<file path="config.mk">
export PLATFORM = sky130hd
export DESIGN_NAME = wheel_sync_pd_drive_core
export DESIGN_NICKNAME = d
export VERILOG_FILES = /design/src/wsd_pkg.sv /design/src/wsd_cfg.sv /design/src/wsd_law.sv /design/src/wheel_sync_pd_drive_core.sv
export SDC_FILE = /design/constraint.sdc
export NUM_CORES = 2
export LEC_CHECK = 0
export ABC_CLOCK_PERIOD_IN_PS = 17000
export BUFFER_PORTS_ARGS = -buffer_cell sky130_fd_sc_hd__clkbuf_2
export CORE_MARGIN = 3
export CORE_UTILIZATION = 40
export DETAILED_ROUTE_END_ITERATION = 6
export PLACE_DENSITY_LB_ADDON = 0.15
export SLEW_MARGIN = 20
export SYNTH_ARGS = -nofsm -noshare
export SYNTH_HDL_FRONTEND = slang
export SYNTH_HIERARCHICAL = 1
export SYNTH_SLANG_ARGS = --single-unit
</file>
<file path="constraint.sdc">
create_clock -name clk -period 17 [get_ports clk]
set_clock_uncertainty 0.2 [all_clocks]
set_input_delay 3.4 -clock clk [delete_from_list [all_inputs] [get_ports clk]]
set_output_delay 3.4 -clock clk [all_outputs]
set_load 0.02 [all_outputs]
</file>
<file path="src/wsd_pkg.sv">
// Shared types and constants for the wheel sync PD drive controller.
// No dependencies; imported by every module of the block.
package wsd_pkg;

    localparam int COUNT_BITS_DEF = 16;
    localparam int CFG_DATA_W     = 16;
    localparam int CFG_INDEX_W    = 2;
    localparam int POWER_W        = 24;   // follower power, signed Q7.16
    localparam int POWER_LIMIT    = 100 * 65536;

    localparam logic [15:0] P_GAIN_RESET = 16'd410;
    localparam logic [15:0] D_GAIN_RESET = 16'd13107;

    typedef enum logic [CFG_INDEX_W-1:0] {
        REG_MASTER_POWER = 2'd0,
        REG_TICK_GOAL    = 2'd1,
        REG_P_GAIN       = 2'd2,
        REG_D_GAIN       = 2'd3
    } cfg_index_t;

    typedef enum logic {
        CMD_START  = 1'b0,
        CMD_SAMPLE = 1'b1
    } cmd_t;

    typedef struct packed {
        logic signed [7:0] master_power;
        logic [15:0]       tick_goal;
        logic [15:0]       p_gain;
        logic [15:0]       d_gain;
    } cfg_t;

endpackage

</file>
<file path="src/wsd_cfg.sv">
// Configuration register file for the wheel sync PD drive controller.
// Depends on wsd_pkg.
module wsd_cfg (
    input  logic                                clk,
    input  logic                                rst_n,
    input  logic                                cfg_wr_en,
    input  logic [wsd_pkg::CFG_INDEX_W-1:0]     cfg_index,
    input  logic [wsd_pkg::CFG_DATA_W-1:0]      cfg_data,
    output wsd_pkg::cfg_t                       cfg
);
    import wsd_pkg::*;

    cfg_t cfg_reg;

    always_ff @(posedge clk or negedge rst_n)
    begin
        if (!rst_n)
        begin
            cfg_reg.master_power <= '0;
            cfg_reg.tick_goal    <= '0;
            cfg_reg.p_gain       <= P_GAIN_RESET;
            cfg_reg.d_gain       <= D_GAIN_RESET;
        end
        else if (cfg_wr_en)
        begin
            case (cfg_index_t'(cfg_index))
                REG_MASTER_POWER: cfg_reg.master_power <= cfg_data[7:0];
                REG_TICK_GOAL:    cfg_reg.tick_goal    <= cfg_data[15:0];
                REG_P_GAIN:       cfg_reg.p_gain       <= cfg_data[15:0];
                REG_D_GAIN:       cfg_reg.d_gain       <= cfg_data[15:0];
                default:          cfg_reg              <= cfg_reg;
            endcase
        end
    end

    assign cfg = cfg_reg;

endmodule

</file>
<file path="src/wsd_law.sv">
// PD control law: next follower power, error history and done flag for one word.
// Depends on wsd_pkg.
module wsd_law #(
    parameter int COUNT_BITS = wsd_pkg::COUNT_BITS_DEF
) (
    input  logic                                  cmd,
    input  logic [COUNT_BITS-1:0]                 left_count,
    input  logic [COUNT_BITS-1:0]                 right_count,
    input  wsd_pkg::cfg_t                         cfg,
    input  logic signed [wsd_pkg::POWER_W-1:0]    power,
    input  logic signed [COUNT_BITS:0]            prev_err,
    input  logic                                  done,
    output logic signed [wsd_pkg::POWER_W-1:0]    power_next,
    output logic signed [COUNT_BITS:0]            prev_err_next,
    output logic                                  done_next
);
    import wsd_pkg::*;

    localparam int ERR_W  = COUNT_BITS + 1;
    localparam int DLT_W  = COUNT_BITS + 2;
    localparam int PP_W   = COUNT_BITS + 18;
    localparam int PD_W   = COUNT_BITS + 19;
    localparam int NEXT_W = COUNT_BITS + 21;
    localparam int CMP_W  = (COUNT_BITS > 16) ? COUNT_BITS : 16;
    localparam logic signed [NEXT_W-1:0] LIM = NEXT_W'(POWER_LIMIT);

    logic                     forward;
    logic signed [9:0]        master_ext;
    logic signed [9:0]        init_pct;
    logic signed [NEXT_W-1:0] init_q;
    logic signed [ERR_W-1:0]  err;
    logic signed [DLT_W-1:0]  delta;
    logic signed [PP_W-1:0]   err_p;
    logic signed [PP_W-1:0]   gain_p;
    logic signed [PP_W-1:0]   prod_p;
    logic signed [PD_W-1:0]   delta_d;
    logic signed [PD_W-1:0]   gain_d;
    logic signed [PD_W-1:0]   prod_d;
    logic signed [NEXT_W-1:0] term;
    logic signed [NEXT_W-1:0] power_ext;
    logic signed [NEXT_W-1:0] pre_sat;
    logic                     start;
    logic                     active;
    logic                     reached;

    assign start      = (cmd_t'(cmd) == CMD_START);
    assign active     = !start && !done;
    assign forward    = (cfg.master_power > 8'sd0);
    assign master_ext = 10'(cfg.master_power);
    assign init_pct   = forward ? (master_ext + 10'sd2) : (master_ext - 10'sd1);
    assign init_q     = NEXT_W'(signed'({init_pct, 16'h0000}));

    assign err     = signed'({1'b0, left_count}) - signed'({1'b0, right_count});
    assign delta   = DLT_W'(err) - DLT_W'(prev_err);
    assign err_p   = PP_W'(err);
    assign gain_p  = signed'(PP_W'({1'b0, cfg.p_gain}));
    assign prod_p  = err_p * gain_p;
    assign delta_d = PD_W'(delta);
    assign gain_d  = signed'(PD_W'({1'b0, cfg.d_gain}));
    assign prod_d  = delta_d * gain_d;
    assign term    = NEXT_W'(prod_p) + NEXT_W'(prod_d);

    assign power_ext = NEXT_W'(power);
    assign pre_sat   = start ? init_q
                     : (forward ? (power_ext + term) : (power_ext - term));

    assign reached = (CMP_W'(left_count) >= CMP_W'(cfg.tick_goal));

    always_comb
    begin
        power_next    = power;
        prev_err_next = prev_err;
        done_next     = done;
        if (start || active)
        begin
            if (pre_sat > LIM)
                power_next = POWER_W'(LIM);
            else if (pre_sat < -LIM)
                power_next = POWER_W'(-LIM);
            else
                power_next = POWER_W'(pre_sat);
        end
        if (start)
        begin
            prev_err_next = '0;
            done_next     = (cfg.tick_goal == 16'd0);
        end
        else if (active)
        begin
            prev_err_next = err;
            done_next     = reached;
        end
    end

endmodule

</file>
<file path="src/wheel_sync_pd_drive_core.sv">
// Top level of the wheel sync PD drive controller: input stage, loop state, result stage.
// Depends on wsd_pkg, wsd_cfg and wsd_law.

// Each word in gives exactly one word out, via the input then the result register; a
// new word is taken every cycle while the result side keeps up. Follower power update
// (two 16-bit-gain multiplies, add, saturate) is combinational between the input and
// result registers, so consecutive samples chain through the state with no gap.
// Configuration must be written only while idle; the block does not enforce it.
module wheel_sync_pd_drive_core #(
    parameter int COUNT_BITS = wsd_pkg::COUNT_BITS_DEF
) (
    input  logic                               clk,
    input  logic                               rst_n,
    input  logic                               cfg_wr_en,
    input  logic [wsd_pkg::CFG_INDEX_W-1:0]    cfg_index,
    input  logic [wsd_pkg::CFG_DATA_W-1:0]     cfg_data,
    input  logic                               item_valid,
    output logic                               item_ready,
    input  logic                               cmd,
    input  logic [COUNT_BITS-1:0]              left_count,
    input  logic [COUNT_BITS-1:0]              right_count,
    output logic                               result_valid,
    input  logic                               result_ready,
    output logic signed [7:0]                  left_drive,
    output logic signed [15:0]                 right_drive,
    output logic                               finished
);
    import wsd_pkg::*;

    cfg_t cfg;

    logic                        s1_valid_reg;
    logic                        s1_cmd_reg;
    logic [COUNT_BITS-1:0]       s1_left_reg;
    logic [COUNT_BITS-1:0]       s1_right_reg;
    logic                        s1_advance;

    logic signed [POWER_W-1:0]   power_reg;
    logic signed [COUNT_BITS:0]  prev_err_reg;
    logic                        done_reg;
    logic signed [POWER_W-1:0]   power_next;
    logic signed [COUNT_BITS:0]  prev_err_next;
    logic                        done_next;

    logic                        res_valid_reg;
    logic signed [7:0]           res_left_reg;
    logic signed [15:0]          res_right_reg;
    logic                        res_fin_reg;
    logic signed [POWER_W-1:0]   power_shr;

    wsd_cfg u_cfg (
        .clk       (clk),
        .rst_n     (rst_n),
        .cfg_wr_en (cfg_wr_en),
        .cfg_index (cfg_index),
        .cfg_data  (cfg_data),
        .cfg       (cfg)
    );

    wsd_law #(
        .COUNT_BITS (COUNT_BITS)
    ) u_law (
        .cmd           (s1_cmd_reg),
        .left_count    (s1_left_reg),
        .right_count   (s1_right_reg),
        .cfg           (cfg),
        .power         (power_reg),
        .prev_err      (prev_err_reg),
        .done          (done_reg),
        .power_next    (power_next),
        .prev_err_next (prev_err_next),
        .done_next     (done_next)
    );

    assign s1_advance = s1_valid_reg && (!res_valid_reg || result_ready);
    assign item_ready = !s1_valid_reg || s1_advance;
    assign power_shr  = power_next >>> 8;

    always_ff @(posedge clk or negedge rst_n)
    begin
        if (!rst_n)
        begin
            s1_valid_reg  <= 1'b0;
            res_valid_reg <= 1'b0;
            power_reg     <= '0;
            prev_err_reg  <= '0;
            done_reg      <= 1'b1;
        end
        else
        begin
            if (item_ready)
                s1_valid_reg <= item_valid;
            if (s1_advance)
            begin
                res_valid_reg <= 1'b1;
                power_reg     <= power_next;
                prev_err_reg  <= prev_err_next;
                done_reg      <= done_next;
            end
            else if (result_ready)
                res_valid_reg <= 1'b0;
        end
    end

    always_ff @(posedge clk)
    begin
        if (item_ready && item_valid)
        begin
            s1_cmd_reg   <= cmd;
            s1_left_reg  <= left_count;
            s1_right_reg <= right_count;
        end
        if (s1_advance)
        begin
            res_fin_reg   <= done_next;
            res_left_reg  <= done_next ? 8'sd0 : cfg.master_power;
            res_right_reg <= done_next ? 16'sd0 : power_shr[15:0];
        end
    end

    assign result_valid = res_valid_reg;
    assign left_drive   = res_left_reg;
    assign right_drive  = res_right_reg;
    assign finished     = res_fin_reg;

`ifndef SYNTHESIS
    a_fin_zero: assert property (@(posedge clk) disable iff (!rst_n)
        result_valid && finished |-> (left_drive == 8'sd0) && (right_drive == 16'sd0))
        else $error("finished word carries nonzero drive");

    a_power_lim: assert property (@(posedge clk) disable iff (!rst_n)
        (power_reg <= POWER_W'(POWER_LIMIT)) && (power_reg >= -POWER_W'(POWER_LIMIT)))
        else $error("follower power out of range");

    a_stall_cause: assert property (@(posedge clk) disable iff (!rst_n)
        !item_ready |-> s1_valid_reg && res_valid_reg && !result_ready)
        else $error("input stalled without a full pipeline");

    a_state_hold: assert property (@(posedge clk) disable iff (!rst_n)
        !s1_advance |=> $stable(power_reg) && $stable(done_reg))
        else $error("loop state changed without a word");
`endif

endmodule
</file>
After elaboration in Yosys (flattened, before gate mapping)

Cells that the tools add are included.

Bits in registers: 158
Output and inout bits: 27
Word-level logic and storage cells: 64

Add/sub/neg operators: 7
$mul: 2
Order comparisons: 4
Equality and inequality tests: 4
Multiplexer cells: 12
Bitwise logic cells: 1
Reduce and logical (&&, ||, !) cells: 18

Operators by type and width:

| kind                 | count |
|---|---|
| $mux 37              | 2 |
| $mux 24              | 3 |
| $add 24x36->37       | 1 |
| $gt 37x24->1 const B | 1 |
| $lt 37x24->1 const B | 1 |
| $sub 24x36->37       | 1 |
| $add 34x35->36       | 1 |
| $mul 18x17->35       | 1 |
| $mul 17x17->34       | 1 |
| $mux 17              | 2 |
| $sub 17x17->18       | 1 |
| $sub 16x16->17       | 1 |
| $ge 16x16->1         | 1 |
| $logic_not 16->1     | 1 |
| $reduce_and 2->1     | 6 |
| $mux 10              | 1 |
| $add 8x3->9 const B  | 1 |
| $sub 8x2->9 const B  | 1 |
| $gt 8x1->1 const B   | 1 |
| $eq 2x2->1 const B   | 2 |
| $mux 1               | 4 |
| $logic_and 1x1->1    | 3 |
| $logic_not 1->1      | 3 |
| $logic_or 1x1->1     | 3 |
| 5 further kinds      | 5 |

Logic depth before layout (Yosys ltp)

Depth after elaboration: 11
Mapped depth: 68
Depth with buffers taken out: 62

Modules after synthesis

The synthesis kept the hierarchy.

By module, submodules not included:

| module                   | instances | cells each | area each (sq um) | seq. area each (sq um) |
|---|---|---|---|---|
| wsd_law                  | 1         | 3569       | 29614.7           | 0.0 |
| wheel_sync_pd_drive_core | 1         | 181        | 3721.1            | 2844.0 |
| wsd_cfg                  | 1         | 119        | 2125.8            | 1417.6 |

Worst setup path before layout

OpenSTA, ideal clock, no wires.

Kind: register to register
Start: register s1_left_reg[1]
End: register power_reg[2]
Library setup time: 0.064 ns
Data arrival time: 14.630 ns
Data required time: 16.736 ns
Slack: 2.105 ns
Stages on the path, launching flop included: 62
Buffers on the path: 4
Period minus slack after synthesis: 14.895 ns
Cells stage by stage: edfxtp_1 ha_1 nor2b_1 o21ai_0 a21boi_0 o21ai_0 a21boi_0 o21ai_0 a21boi_0 o31a_1 a21oi_1 clkbuf_1 ha_1 nand3_1 a21oi_1 or3_1 a21oi_1 xnor2_1 [26 not listed] inv_1 o21ai_0 xor2_1 ha_1 clkbuf_1 a21o_1 a21oi_1 a21boi_0 a311o_1 a211oi_1 xnor2_1 nand2_1 or4_1 o31a_1 or4_1 mux2_2 o41ai_2 mux2_4

Longest elaborated chain between the ends: 10
Elaborated cells on any way between the ends: 13
Classes of those cells: add/sub (5); mul (2); order compare (2); mux (4)

Ends and longest elaborated chain:

| what                                             | RTL line                        | text |
|---|---|---|
| from (decl)                                      | wheel_sync_pd_drive_core.sv:34  | `logic [COUNT_BITS-1:0] s1_left_reg;` |
| from (signal assigned)                           | wheel_sync_pd_drive_core.sv:110 | `s1_left_reg <= left_count;` |
| $sub 16x16->17 (*)                               | wsd_law.sv:53                   | `assign err = signed'({1'b0, left_count}) - signed'({1'b0, right_count});` |
| $sub 17x17->18                                   | wsd_law.sv:54                   | `assign delta = DLT_W'(err) - DLT_W'(prev_err);` |
| $mul 18x17->35                                   | wsd_law.sv:60                   | `assign prod_d = delta_d * gain_d;` |
| $add 34x35->36 (*)                               | wsd_law.sv:61                   | `assign term = NEXT_W'(prod_p) + NEXT_W'(prod_d);` |
| $sub 24x36->37 or $add 24x36->37 (tied branches) | wsd_law.sv:65                   | `: (forward ? (power_ext + term) : (power_ext - term));` |
| $mux 37 (*)                                      | wsd_law.sv:65                   |  |
| $mux 37 (*)                                      | wsd_law.sv:64                   | `assign pre_sat = start ? init_q` |
| $lt 37x24->1                                     | wsd_law.sv:78                   | `else if (pre_sat < -LIM)` |
| $mux 24                                          | wsd_law.sv:78                   |  |
| $mux 24 (*)                                      | wsd_law.sv:76                   | `if (pre_sat > LIM)` |
| to (signal assigned)                             | wheel_sync_pd_drive_core.sv:96  | `power_reg <= power_next;` |
| to (decl)                                        | wheel_sync_pd_drive_core.sv:38  | `logic signed [POWER_W-1:0] power_reg;` |

Every way passes the cells marked *; elsewhere a longest branch is shown, timed or not.
A chain may end at the register's enable or synchronous reset.

Worst setup path after layout

Start: register s1_left_reg[1]
End: register res_right_reg[1] (netlist: right_drive[1]) (data pin)

Longest elaborated chain between the ends: 11
Elaborated cells on any way between the ends: 17
Classes of those cells: add/sub (5); mul (2); order compare (3); mux (7)

Ends and longest elaborated chain:

| what                                             | RTL line                        | text |
|---|---|---|
| $sub 16x16->17 (*)                               | wsd_law.sv:53                   |  |
| $sub 17x17->18                                   | wsd_law.sv:54                   |  |
| $mul 18x17->35                                   | wsd_law.sv:60                   |  |
| $add 34x35->36 (*)                               | wsd_law.sv:61                   |  |
| $sub 24x36->37 or $add 24x36->37 (tied branches) | wsd_law.sv:65                   |  |
| $mux 37 (*)                                      | wsd_law.sv:65                   |  |
| $mux 37 (*)                                      | wsd_law.sv:64                   |  |
| $lt 37x24->1                                     | wsd_law.sv:78                   |  |
| $mux 24                                          | wsd_law.sv:78                   |  |
| $mux 24 (*)                                      | wsd_law.sv:76                   |  |
| $mux 24 (*)                                      | wsd_law.sv:74                   | `if (start \|\| active)` |
| net power_next[9]                                | wheel_sync_pd_drive_core.sv:41  | `logic signed [POWER_W-1:0] power_next;` |
| to (signal assigned)                             | wheel_sync_pd_drive_core.sv:117 | `res_right_reg <= done_next ? 16'sd0 : power_shr[15:0];` |
| to (decl)                                        | wheel_sync_pd_drive_core.sv:47  | `logic signed [15:0] res_right_reg;` |

The timed path passes the listed nets; every way through them passes the cells marked *.

==> results.py <==
metrics = {
    "drt": {
        "dr.pass1.iters": 5,
        "vias": 26400,
        "drt-initial-drc-count": 1863,
        "route.detailed.wl_per_inst_um": 20.3,
        "viasPerCell": 5.23,
        "antenna_left": 0,
        "drt_wl_total_um": 103000,
        "drcViolationCount": 0,
    },
    "timing": {
        "rsz0062_at_grt": "false",
        "setup_tns_ns": 0,
        "min_period_ns": 16.13,
        "max_freq_ghz": 0.0620,
        "period_share_pct": 94.9,
        "slew_headroom_pct": 24.5,
        "hold_viol": 0,
        "finalSetupViolCount": 0,
        "tightestPinTransition_ns": 1.13,
        "slew_violations": 0,
    },
    "grt": {
        "grt_use_total_pct": 22.8,
        "grt_pass1_wl_um": 164000,
        "grt_max_degree": 70,
        "grt_antenna_before_repair": 7,
        "grt.overflow.total": 0,
        "grt_pass1_vias": 27500,
    },
    "floorplanning": {
        "initial_utilization_pct": 40.6,
        "coreArea_um2": 87300,
        "die_h_um": 304,
        "die-width_um": 304,
        "fp.dieArea_um2": 92300,
        "ios": 83,
        "row_count": 108,
    },
    "logic_synthesis": {
        "ys_types": 109,
        "synth_top_family_by_area": "adder cells",
        "synth_edf_count": 58,
        "synth_compound_area_share_pct": 9.75,
        "synth_seq_cells": 158,
        "seq_area_frac_synth_pct": 12.0,
        "synth_simple_gate_area_share_pct": 15.8,
        "syn_inst": 3869,
        "synthArstFlopShare_pct": 63.3,
        "muxShareOfSynthArea_pct": 4.18,
        "avgSynthCellArea_um2": 9.17,
        "synth_xor_area_share_pct": 2.89,
        "yosys_warnings": 6,
        "ys.flop_type": "dfrtp_1",
        "synth_adder_area_share_pct": 44.7,
        "syn_nets": 4811,
        "syn_area_um2": 35500,
    },
    "clock_tree": {
        "cts_root_buf": "clkbuf_16",
        "clk_path_buf_depth": 2,
        "h-tree-depth": 4,
        "insertion_delay_ns": 0.44,
        "clock-sinks": 158,
        "cts_tree": "built",
        "clk_pin_slew_ns": 0.07,
        "cts_buffers": 17,
        "ctsHoldBuffers": 0,
    },
    "placement": {
        "dpl.hpwl_um": 84000,
        "gp_congestion": 0.883,
        "io_buffers": 82,
    },
    "worst_setup_path": {
        "cp-startpoint": "s1_left_reg[1]",
        "path_common_cell": "fa_1",
        "critical_path_required_ns": 16.96,
        "timing.rr.start": "s1_left_reg[1]",
        "cp.arrival_ns": 16.09,
        "crit_type": "reg2reg",
        "startpoint_type": "register",
        "slowest_delay_ns": 0.65,
        "crit_path_max_fanout": 17,
        "crit_buf_inv": 5,
        "end_kind": "register",
        "crit_family": "compound AO/OA/AOI/OAI gates",
        "crit_path_top_delay_cell": "ha_1",
    },
    "layout": {
        "drive_above_1_share_pct": 8.95,
        "nFillCells": 8762,
        "final_common_cell": "inv_1",
        "finalNetCount": 4818,
        "final_cell_mix": "826 x inv_1, 636 x fa_1, 450 x nand2_1, 249 x ha_1, 230 x and2_1",
        "syn2layout_area_growth_pct": 6.72,
        "largest_reg_flops": 56,
    },
    "hold_path": {
        "holdCritStartpoint": "u_cfg/cfg[7]",
        "hold_class": "reg2reg",
    },
    "flow_run": {
        "drv_cap": 0,
    },
    "outcome": {
        "status": "finished clean",
    },
}
-- final cells by class --
type                       count  area, um2  area share [%]
sequential                   158       4260            11.3
multi-input combinational   2729      27600            72.8
clock buffer                  22        444            1.17
antenna                        3       7.51          0.0198
tap                         1155       1450            3.82
timing repair buffer         140        856            2.26
inverter                     830       3120            8.23
clock inverter                10        163           0.430
-- synthesized netlist by cell type (all sizes together), types with 14 or more instances --
cell      n  area share [%]
a21oi   114             1.7
mux2    101             3.6
o21ai    95             1.4
nand2b   19            0.36
nor4     24            0.42
buf      31            0.51
edfxtp   58             4.9
mux2i    20            0.56
a31oi    23            0.41
nand3    38            0.55
xor2     36            0.89
o211ai   35            0.77
xnor2    80             2.0
ha      250             8.8
clkbuf  121             1.3
and2    230             4.1
nand4    15            0.28
nor3     32            0.45
a211oi   20            0.47
nor2    128             1.4
nand2   452             4.8
nor2b    88             1.6
a21o     41            0.87
and3     25            0.44
fa      636              36
dfrtp    86             6.1
inv     828             8.8
o21a     18            0.38
dfstp    14             1.0
-- layer usage --
layer	vias up	track usage [%]	share of wire (%)
li1	12200	-	-
met1	13400	32.7	46
met2	673	36.5	46
met3	109	3.73	5.7
met4	6	4.23	1.9
met5	-	0	0.033
-- kinds of logic (layout without fill, tap and decap cells) --
logic type / Yosys count / count (layout)
buffers and inverters: 982 / 1002
DFF: 158 / 158
adders and majority gates: 886 / 886
AOI/OAI and AO/OA: 491 / 491
and+or+nand+nor: 1115 / 1115
muxes: 121 / 121
other: 0 / 3
xor gates and xnor gates: 116 / 116
-- per-stage QoR --
stage	util, %	instances	hold WS (ns)	area [um2]	worst slack, ns
3_3_place_gp	42.6	5009	0.290	37100	0.756
5_1_grt	43.3	5044	0.315	37800	0.00401
4_1_cts	43.2	5041	0.311	37800	0.382
6_report	43.4	5047	0.310	37800	0.868
3_5_place_dp	42.6	5009	0.295	37100	0.540
2_1_floorplan	-	3869	0.277	35500	2.11
-- final timing paths --
| path | cells past startpoint | to | slack, ns |
|---|---|---|---|
| max reg2reg | 54 | right_drive[1] | 0.87 |
| min | 1 | u_cfg/cfg[7] | 0.31 |
| min in group asynchronous | 1 | power_reg[12] | 2.71 |
| max in group asynchronous | 2 | u_cfg/cfg[27] | 12.51 |
| max | 54 | right_drive[1] | 0.87 |
| min reg2reg | 1 | u_cfg/cfg[7] | 0.31 |
-- repair_timing --
item,4_1_cts,5_1_grt
endpoints found under the hold margin,0,0
buffers inserted,0,2
gates resized for setup,0,15
setup endpoints to repair,0,40
Power is not shown: default switching activity piles up to over one toggle a cycle in this logic, so the estimate is an artifact.
